===== src/design/nfs_pkg.sv =====
// Shared widths and types for the non-preemptive FCFS/SJF scheduler.
`default_nettype none
package nfs_pkg;
  localparam int unsigned MaxProcsDef = 64;
  localparam int unsigned TimeW = 16;
  localparam int unsigned TickW = 24;
  localparam int unsigned SumW = 30;
  localparam int unsigned PidxW = 6;
  localparam int unsigned DivNumW = SumW + 8;
  localparam int unsigned InDataW = 32;
  localparam int unsigned OutDataW = 152;
  localparam logic [TickW-1:0] TickMax = '1;
  localparam logic PolicyFcfs = 1'b0;

  typedef enum logic [6:0] {
    StLoad = 7'b0000001,
    StScan = 7'b0000010,
    StCalc = 7'b0000100,
    StDivW = 7'b0001000,
    StDivT = 7'b0010000,
    StDivA = 7'b0100000,
    StEmit = 7'b1000000
  } sched_state_e;

  typedef struct packed {
    logic [TimeW-1:0] arr;
    logic [TimeW-1:0] svc;
  } proc_entry_t;
endpackage
`default_nettype wire


===== src/design/nfs_store.sv =====
// Process table memory: one write port, one registered read port.
`default_nettype none
module nfs_store
  import nfs_pkg::*;
#(
  parameter int unsigned Depth = MaxProcsDef,
  parameter int unsigned AddrW = 6
) (
  input  wire logic        clk_i,
  input  wire logic        we_i,
  input  wire logic [AddrW-1:0] waddr_i,
  input  wire proc_entry_t wdata_i,
  input  wire logic [AddrW-1:0] raddr_i,
  output proc_entry_t      rdata_o
);
  proc_entry_t mem_q [Depth];

  always_ff @(posedge clk_i) begin
    if (we_i) begin
      mem_q[waddr_i] <= wdata_i;
    end
    rdata_o <= mem_q[raddr_i];
  end
endmodule
`default_nettype wire


===== src/design/nfs_div.sv =====
// Restoring divider, one quotient bit per cycle, quotient saturated to 24 bits.
`default_nettype none
module nfs_div
  import nfs_pkg::*;
(
  input  wire logic               clk_i,
  input  wire logic               rst_ni,
  input  wire logic               start_i,
  input  wire logic [DivNumW-1:0] num_i,
  input  wire logic [TimeW-1:0]   den_i,
  output logic                    done_o,
  output logic [TickW-1:0]        quot_o
);
  localparam int unsigned CntW = $clog2(DivNumW);

  logic               busy_q;
  logic [CntW-1:0]    cnt_q;
  logic [TimeW-1:0]   rem_q;
  logic [TimeW-1:0]   den_q;
  logic [DivNumW-1:0] quo_q;
  logic               done_q;
  logic [TimeW:0]     trial;
  logic               qbit;

  always_comb begin
    trial = {rem_q, quo_q[DivNumW-1]};
    qbit  = (trial >= {1'b0, den_q});
  end

  always_ff @(posedge clk_i or negedge rst_ni) begin
    if (!rst_ni) begin
      busy_q <= 1'b0;
      done_q <= 1'b0;
      cnt_q  <= '0;
    end else begin
      done_q <= 1'b0;
      if (start_i) begin
        busy_q <= 1'b1;
        cnt_q  <= '0;
      end else if (busy_q) begin
        cnt_q <= cnt_q + 1'b1;
        if (cnt_q == CntW'(DivNumW - 1)) begin
          busy_q <= 1'b0;
          done_q <= 1'b1;
        end
      end
    end
  end

  always_ff @(posedge clk_i) begin
    if (start_i) begin
      rem_q <= '0;
      den_q <= den_i;
      quo_q <= num_i;
    end else if (busy_q) begin
      rem_q <= qbit ? TimeW'(trial - {1'b0, den_q}) : trial[TimeW-1:0];
      quo_q <= {quo_q[DivNumW-2:0], qbit};
    end
  end

  assign done_o = done_q;
  assign quot_o = (|quo_q[DivNumW-1:TickW]) ? TickMax : quo_q[TickW-1:0];
endmodule
`default_nettype wire


===== src/design/nonpreemptive_fcfs_sjf_scheduler.sv =====
// Non-preemptive FCFS / SJF scheduler: table load, scan, dispatch and statistics.
// Usage: processes arrive on the slave stream, one beat each, tdata holding the
// arrival tick (low 16 bits) and service ticks (next 16); tlast marks the final
// process and starts the schedule. Beats beyond MAX_PROCS are dropped.
// cfg_we_i writes policy_mode (0 FCFS, 1 SJF); the user must write it only while
// the block is idle, which the block itself leaves unenforced. Loading takes one
// beat per cycle. The schedule then emits one master beat per dispatch; tlast
// marks the final one, which also carries both averages. Each dispatch sweeps
// the process memory through its single read port, then does the arithmetic and
// waits on the 38-step serial divider for the weighted turnaround; the final
// dispatch runs the divider twice more. While the schedule runs the slave side
// is not ready; a stalled master beat is held until taken. Reset clears the
// count, flags, sums and the policy to FCFS; the memory contents need no
// clearing.
`default_nettype none
module nonpreemptive_fcfs_sjf_scheduler
  import nfs_pkg::*;
#(
  parameter int unsigned MAX_PROCS = MaxProcsDef
) (
  input  wire logic                clk_i,
  input  wire logic                rst_ni,
  input  wire logic                cfg_we_i,
  input  wire logic [0:0]          cfg_wdata_i,       // policy_mode
  input  wire logic                s_axis_tvalid_i,
  output logic                     s_axis_tready_o,
  input  wire logic [InDataW-1:0]  s_axis_tdata_i,    // arrival_time, service_time
  input  wire logic                s_axis_tlast_i,    // load_last
  output logic                     m_axis_tvalid_o,
  input  wire logic                m_axis_tready_i,
  // proc_index, start_tick, finish_tick, turnaround, weighted_turnaround,
  // avg_turnaround, avg_weighted, zero pad
  output logic [OutDataW-1:0]      m_axis_tdata_o,
  output logic                     m_axis_tlast_o     // run_last
);
  localparam int unsigned AW = (MAX_PROCS > 1) ? $clog2(MAX_PROCS) : 1;
  localparam int unsigned CW = $clog2(MAX_PROCS + 1);

  sched_state_e state_q, state_d;
  logic policy_q;
  logic [CW-1:0] count_q, scan_q, disp_q;
  logic [MAX_PROCS-1:0] done_q;
  logic rd_valid_q;
  logic [AW-1:0] rd_idx_q;
  logic [TickW-1:0] tick_q;
  logic [SumW-1:0] tsum_q, wsum_q;

  // Running best candidates: FCFS, SJF ready, and SJF earliest arrival.
  logic f_v_q, r_v_q, e_v_q;
  logic [AW-1:0] f_idx_q, r_idx_q, e_idx_q;
  proc_entry_t f_q, r_q, e_q;

  logic [PidxW-1:0] o_idx_q;
  logic [TickW-1:0] o_start_q, o_fin_q, o_ta_q, o_w_q, o_avgt_q, o_avgw_q;
  logic o_last_q;

  proc_entry_t wr_entry, rd_entry;
  logic load_acc, store_we;
  logic [AW-1:0] sel_idx;
  proc_entry_t sel;
  logic [TickW-1:0] c_start, c_fin, c_ta;
  logic div_start, div_done;
  logic [DivNumW-1:0] div_num;
  logic [TimeW-1:0] div_den;
  logic [TickW-1:0] div_quot;
  logic [SumW-1:0] wsum_new;

  assign load_acc = (state_q == StLoad) && s_axis_tvalid_i;
  assign store_we = load_acc && (count_q < CW'(MAX_PROCS));
  assign wr_entry = '{arr: s_axis_tdata_i[15:0], svc: s_axis_tdata_i[31:16]};

  nfs_store #(.Depth(MAX_PROCS), .AddrW(AW)) u_store (
    .clk_i  (clk_i),
    .we_i   (store_we),
    .waddr_i(count_q[AW-1:0]),
    .wdata_i(wr_entry),
    .raddr_i(scan_q[AW-1:0]),
    .rdata_o(rd_entry)
  );

  nfs_div u_div (
    .clk_i  (clk_i),
    .rst_ni (rst_ni),
    .start_i(div_start),
    .num_i  (div_num),
    .den_i  (div_den),
    .done_o (div_done),
    .quot_o (div_quot)
  );

  always_comb begin
    if (policy_q == PolicyFcfs) begin
      sel_idx = f_idx_q;
      sel     = f_q;
    end else if (r_v_q) begin
      sel_idx = r_idx_q;
      sel     = r_q;
    end else begin
      sel_idx = e_idx_q;
      sel     = e_q;
    end
    c_start = (tick_q > TickW'(sel.arr)) ? tick_q : TickW'(sel.arr);
    c_fin   = c_start + TickW'(sel.svc);
    c_ta    = c_fin - TickW'(sel.arr);
    wsum_new = wsum_q + SumW'(div_quot);
  end

  always_comb begin
    state_d   = state_q;
    div_start = 1'b0;
    div_num   = {{(DivNumW-TickW-8){1'b0}}, c_ta, 8'h00};
    div_den   = sel.svc;
    case (state_q)
      StLoad: if (load_acc && s_axis_tlast_i) state_d = StScan;
      StScan: if (scan_q == count_q && !rd_valid_q) state_d = StCalc;
      StCalc: begin
        div_start = 1'b1;
        state_d   = StDivW;
      end
      StDivW: begin
        if (div_done) begin
          if (disp_q == count_q - 1'b1) begin
            div_start = 1'b1;
            div_num   = {tsum_q, 8'h00};
            div_den   = TimeW'(count_q);
            state_d   = StDivT;
          end else begin
            state_d = StEmit;
          end
        end
      end
      StDivT: begin
        if (div_done) begin
          div_start = 1'b1;
          div_num   = DivNumW'(wsum_q);
          div_den   = TimeW'(count_q);
          state_d   = StDivA;
        end
      end
      StDivA: if (div_done) state_d = StEmit;
      StEmit: if (m_axis_tready_i) state_d = o_last_q ? StLoad : StScan;
      default: state_d = StLoad;
    endcase
  end

  always_ff @(posedge clk_i or negedge rst_ni) begin
    if (!rst_ni) begin
      state_q    <= StLoad;
      policy_q   <= PolicyFcfs;
      count_q    <= '0;
      scan_q     <= '0;
      disp_q     <= '0;
      done_q     <= '0;
      rd_valid_q <= 1'b0;
      tick_q     <= '0;
      tsum_q     <= '0;
      wsum_q     <= '0;
      f_v_q      <= 1'b0;
      r_v_q      <= 1'b0;
      e_v_q      <= 1'b0;
      o_last_q   <= 1'b0;
    end else begin
      state_q    <= state_d;
      rd_valid_q <= 1'b0;
      if (cfg_we_i) policy_q <= cfg_wdata_i[0];
      case (state_q)
        StLoad: begin
          if (store_we) count_q <= count_q + 1'b1;
          scan_q <= '0;
        end
        StScan: begin
          if (scan_q != count_q) begin
            scan_q     <= scan_q + 1'b1;
            rd_valid_q <= 1'b1;
          end
          if (rd_valid_q && !done_q[rd_idx_q]) begin
            if (!f_v_q || rd_entry.arr <= f_q.arr) f_v_q <= 1'b1;
            if (TickW'(rd_entry.arr) <= tick_q && (!r_v_q || rd_entry.svc < r_q.svc))
              r_v_q <= 1'b1;
            if (!e_v_q || rd_entry.arr < e_q.arr ||
                (rd_entry.arr == e_q.arr && rd_entry.svc < e_q.svc))
              e_v_q <= 1'b1;
          end
        end
        StCalc: begin
          done_q[sel_idx] <= 1'b1;
          tick_q <= c_fin;
          tsum_q <= tsum_q + SumW'(c_ta);
        end
        StDivW: begin
          if (div_done) begin
            wsum_q   <= wsum_new;
            o_last_q <= (disp_q == count_q - 1'b1);
            disp_q   <= disp_q + 1'b1;
          end
        end
        StEmit: begin
          if (m_axis_tready_i) begin
            scan_q <= '0;
            f_v_q  <= 1'b0;
            r_v_q  <= 1'b0;
            e_v_q  <= 1'b0;
            if (o_last_q) begin
              count_q  <= '0;
              disp_q   <= '0;
              done_q   <= '0;
              tick_q   <= '0;
              tsum_q   <= '0;
              wsum_q   <= '0;
              o_last_q <= 1'b0;
            end
          end
        end
        default: ;
      endcase
    end
  end

  // Candidate payloads and result fields need no reset.
  always_ff @(posedge clk_i) begin
    rd_idx_q <= scan_q[AW-1:0];
    if (state_q == StScan && rd_valid_q && !done_q[rd_idx_q]) begin
      if (!f_v_q || rd_entry.arr <= f_q.arr) begin
        f_idx_q <= rd_idx_q;
        f_q     <= rd_entry;
      end
      if (TickW'(rd_entry.arr) <= tick_q && (!r_v_q || rd_entry.svc < r_q.svc)) begin
        r_idx_q <= rd_idx_q;
        r_q     <= rd_entry;
      end
      if (!e_v_q || rd_entry.arr < e_q.arr ||
          (rd_entry.arr == e_q.arr && rd_entry.svc < e_q.svc)) begin
        e_idx_q <= rd_idx_q;
        e_q     <= rd_entry;
      end
    end
    if (state_q == StCalc) begin
      o_idx_q   <= PidxW'(sel_idx);
      o_start_q <= c_start;
      o_fin_q   <= c_fin;
      o_ta_q    <= c_ta;
      o_avgt_q  <= '0;
      o_avgw_q  <= '0;
    end
    if (state_q == StDivW && div_done) o_w_q <= div_quot;
    if (state_q == StDivT && div_done) o_avgt_q <= div_quot;
    if (state_q == StDivA && div_done) o_avgw_q <= div_quot;
  end

  assign s_axis_tready_o = (state_q == StLoad);
  assign m_axis_tvalid_o = (state_q == StEmit);
  assign m_axis_tlast_o  = o_last_q;
  assign m_axis_tdata_o  = {2'b00, o_avgw_q, o_avgt_q, o_w_q, o_ta_q, o_fin_q,
                            o_start_q, o_idx_q};

`ifndef NO_ASSERTIONS
  a_no_overlap: assert property (@(posedge clk_i) disable iff (!rst_ni)
    !(s_axis_tready_o && m_axis_tvalid_o))
    else $error("load and dispatch sides active together");
  a_count_bound: assert property (@(posedge clk_i) disable iff (!rst_ni)
    count_q <= CW'(MAX_PROCS))
    else $error("process count beyond table depth");
  a_last_clears: assert property (@(posedge clk_i) disable iff (!rst_ni)
    (m_axis_tvalid_o && m_axis_tready_i && m_axis_tlast_o) |=>
    (count_q == '0 && done_q == '0 && s_axis_tready_o))
    else $error("schedule state not cleared after final dispatch");
  a_disp_bound: assert property (@(posedge clk_i) disable iff (!rst_ni)
    disp_q <= count_q)
    else $error("more dispatches than loaded processes");
`endif
endmodule
`default_nettype wire

===== config.mk =====
export PLATFORM = sky130hd
export DESIGN_NAME = nonpreemptive_fcfs_sjf_scheduler
export DESIGN_NICKNAME = d
export VERILOG_FILES = /design/src/design/nfs_pkg.sv /design/src/design/nfs_store.sv /design/src/design/nfs_div.sv /design/src/design/nonpreemptive_fcfs_sjf_scheduler.sv
export SDC_FILE = /design/constraint.sdc
export NUM_CORES = 2
export LEC_CHECK = 0
export ABC_AREA = 1
export BUFFER_PORTS_ARGS = -buffer_cell sky130_fd_sc_hd__buf_2
export CORE_MARGIN = 8
export CORE_UTILIZATION = 25
export DETAILED_ROUTE_END_ITERATION = 16
export PLACE_DENSITY = 0.43
export SLEW_MARGIN = 20
export SYNTH_ARGS = -nofsm -noshare
export SYNTH_HDL_FRONTEND = slang
export SYNTH_HIERARCHICAL = 1
export SYNTH_SLANG_ARGS = --single-unit

===== constraint.sdc =====
create_clock -name clk_i -period 12.6 [get_ports clk_i]
set_input_delay 1.89 -clock clk_i [delete_from_list [all_inputs] [get_ports clk_i]]
set_output_delay 1.89 -clock clk_i [all_outputs]
set_load 0.05 [all_outputs]

==> results.txt <==
DRT Pass-1 Iters: 5
Slowest stage delay, CP: 0.81 ns
Clock Skew: 0.0948 ns
Psw: 11700 uW
# DRC: 0
Final instance area: 0.131 mm^2
FF-to-FF Start: policy_q$_DFFE_PN0P_
Post-cts sizing count: 0
Fin. Hold Viols: 0
Die width: 688 um
RSZ-0062 raised after global routing: no
HP Class: flip-flop to flip-flop
Final ANT Viol Nets: 0
Library cells used by synthesis: 65
Placed wire-length estimate: 209 mm
Synthesized cell area: 0.113 mm^2
Storage element area: 0.0769 mm^2
Vias: 76500
Comb power frac: 35.3%
Largest net degree at the start of global routing: 177
Pwr dens: 229 mW/mm^2
Post-DP Area: 0.121 mm^2
Overflow left after global routing: 0
Reg power frac: 35.5%
Clock Power Share: 29.2%
Routed len/inst: 21.8 um
Final Cycle Share: 73.1%
Tmin final: 9.21 ns
Syn Inst Count: 10300
Core area: 0.451 mm^2
Worst-path clk slew: 0.06 ns
Most used DFF post-synth: edfxtp_1
EDFF count, synth: 2366
Fin Setup TNS: 0 ns
Number of global-route vias before repair: 74100
1st-iter DRT viols: 6376
Relative slew slack: 23.2%
First-pass GRT wire length: 527 mm
Rows: 247
Status: completed
Main combinational cell family by area after synthesis: simple AND/OR/NAND/NOR gates
Leak Pwr: 0.0482 uW
Nets@finish: 10700
Synth Register Bits: 2610
Reg2reg end: tsum_q[21]$_DFFE_PN0P_
Via density: 4.59
H-tree level count: 5
Slew Limit Fails: 0
CP endpoint kind: flip-flop
CP Class: flip-flop to flip-flop
Count of buffers from port buffering: 191
CTS max path bufs: 4
CP arrival: 9.93 ns
Compound-Gate Fraction of Synth Area: 3.36%
Total Wirelength: 362 mm
CTS tree: built
Fmax: 109 MHz
Final setup vio count: 0
Fillers: 46800
P_int: 18100 uW
VDD IR max: 0.218 mV
Layout cells sized above 1: 9.02%
Worst Hold End: u_div/rem_q[9]$_SDFFE_PP0P_
Die Y: 688 um
Hold Crit Start: u_div/rem_q[9]$_SDFFE_PP0P_
Max FO, Critical Path: 30
Warnings, synthesis: 6
Multi-input logic area: 0.0320 mm^2
Slowest-stage cell, CP: o21ai_0
Initial antenna violation count: 35
Clk sinks: 2610
Critical Path Source Type: flip-flop
Total CTS buffers: 301
GRT Util Overall: 14.8%
Routability congestion estimate: 0.845
Simple-gate area share of the yosys netlist: 21.7%
Initial Util: 25.0%
Sw Share: 39.3%
Critical Path RT: 13.32 ns
Worst skew pair latency: 0.94 ns
Mux contribution to synthesized area: 0%
CP startpoint: policy_q$_DFFE_PN0P_
Asr flop ratio synth: 7.28%
Least-Margin Pin Slew: 1.15 ns
Synth-to-Final Area Change: 15.7%
Adder-Cell Fraction of Synth Area: 2.29%
Worst r2r path cells: 39
Hold Buf Count CTS: 0
I/O pins: 194
Worst R2R Setup Slack: 3.39 ns
Die area: 0.474 mm^2
Xor and xnor fraction of the mapped netlist area: 0.504%
WHS Path Cells: 2
Max_cap viols: 0
Syn Area/Cell: 11.0 um^2
Total setup buffers inserted after CTS: 0
CTS root buf: clkbuf_16
Sequential share of the synthesized area: 68.1%
## sequential cells by signal, indices dropped and copies added (netlist names), 16 cells and up
signal / count
o_fin_q: 24
done_q: 64
u_store/mem_q: 2048
wsum_q: 30
o_avgw_q: 24
e_q: 32
u_div/den_q: 16
u_div/rem_q: 16
tsum_q: 30
u_div/quo_q: 38
tick_q: 24
f_q: 32
o_avgt_q: 24
o_w_q: 24
r_q: 32
o_start_q: 24
u_store/rdata_o: 32
o_ta_q: 24
## how the worst max path moves through the flow
stage | slack, ns | to | cells after the start
after floorplan | 5.67 | tsum_q[28]$_DFFE_PN0P_ | 47
after detailed placement | 3.43 | tsum_q[21]$_DFFE_PN0P_ | 41
after global routing | 2.58 | tsum_q[21]$_DFFE_PN0P_ | 42
after global placement | 3.55 | tsum_q[28]$_DFFE_PN0P_ | 43
after CTS | 3.43 | tsum_q[21]$_DFFE_PN0P_ | 41
final | 3.39 | tsum_q[21]$_DFFE_PN0P_ | 39
## stage by stage
| stage | utilization, % | power (uW) | setup slack (ns) | hold WS (ns) | std cells |
|---|---|---|---|---|---|
| floorplan | - | 17800 | 5.67 | 0.429 | 10300 |
| global placement | 26.8 | 21400 | 3.55 | 0.458 | 16100 |
| detailed placement | 26.8 | 21300 | 3.43 | 0.461 | 16100 |
| CTS | 28.9 | 30200 | 3.43 | 0.471 | 16600 |
| global route | 29.0 | 31800 | 2.58 | 0.499 | 16600 |
| finish | 29.0 | 29900 | 3.39 | 0.473 | 16700 |
## synth_stat cells (47+ instances only)
cell type	count	share of area, %
nand2_1	3011	10
xor2_1	47	0.36
dfxtp_1	54	0.96
buf_1	49	0.16
dfrtp_1	189	4.2
clkbuf_1	123	0.41
nor2_1	418	1.4
ha_1	199	2.2
inv_1	485	1.6
buf_4	50	0.33
buf_2	302	1.3
a21oi_1	259	1.1
o21ai_0	280	1.2
nand4_1	51	0.28
nand3_1	2044	9.1
edfxtp_1	2366	63
## layout by cell type, fill, tap and decap left out, types with 13 or more instances in the layout
cell type	instances
nand2_1	3010
edfxtp_1	2366
nand3_1	2044
inv_1	481
nor2_1	359
clkbuf_16	304
o21ai_0	277
a21oi_1	259
ha_1	199
buf_4	189
buf_2	187
dfrtp_1	182
clkbuf_1	76
nor2_4	65
clkinv_1	60
dfxtp_1	54
nand4_1	51
xor2_1	47
o22ai_1	41
nor3_1	38
clkinv_2	35
o211ai_1	33
bufinv_16	23
xnor2_1	18
o21ai_1	15
inv_2	13
nand2_2	13
o21bai_1	13
## layout make-up
| cell class | instances | area share, % |
|---|---|---|
| clock buffers | 391 | 6.16 |
| multi-input cells | 6628 | 24.5 |
| inverters | 504 | 1.48 |
| clock inverters | 149 | 1.30 |
| repair buffers | 389 | 2.00 |
| well taps | 5976 | 5.72 |
| diodes | 12 | 0.0230 |
| flip-flops and latches | 2610 | 58.9 |
## power groups by stage
| stage | combinational, uW | sequential [uW] | clock (uW) |
|---|---|---|---|
| 3_3_place_gp | 10600 | 10800 | 0 |
| 4_1_cts | 10600 | 10600 | 8960 |
| 3_5_place_dp | 10600 | 10800 | 0 |
| 5_1_grt | 11800 | 10700 | 9270 |
| 6_report | 10500 | 10600 | 8730 |
| 2_1_floorplan | 7120 | 10700 | 0 |
## routing by layer
| layer | track usage (%) | up-vias | routed length [um] |
|---|---|---|---|
| met5 | 0 | - | 11 |
| met4 | 3.17 | 2 | 7400 |
| met3 | 2.19 | 437 | 19300 |
| met2 | 23.7 | 1893 | 165000 |
| met1 | 21.1 | 37900 | 171000 |
| li1 | - | 36200 | - |
## cell families (layout without fill, tap and decap cells)
| kind of cell | Yosys count | after routing |
|---|---|---|
| AOI/OAI and AO/OA | 692 | 692 |
| xor gates and xnor gates | 65 | 65 |
| adders and majority gates | 204 | 204 |
| buffers and inverters | 1043 | 1433 |
| DFF | 2610 | 2610 |
| other | 1 | 14 |
| and+or+nand+nor | 5665 | 5665 |
## critical path, delay by kind of cell, from the launching register on
kind | cells | cell delay (ns)
AOI/OAI and AO/OA | 13 | 2.81
xor gates and xnor gates | 2 | 0.54
adders and majority gates | 4 | 1.62
buffers and inverters | 6 | 1.06
DFF | 1 | 0.62
and+or+nand+nor | 14 | 2.37
Power figures use the tool's default switching activity.
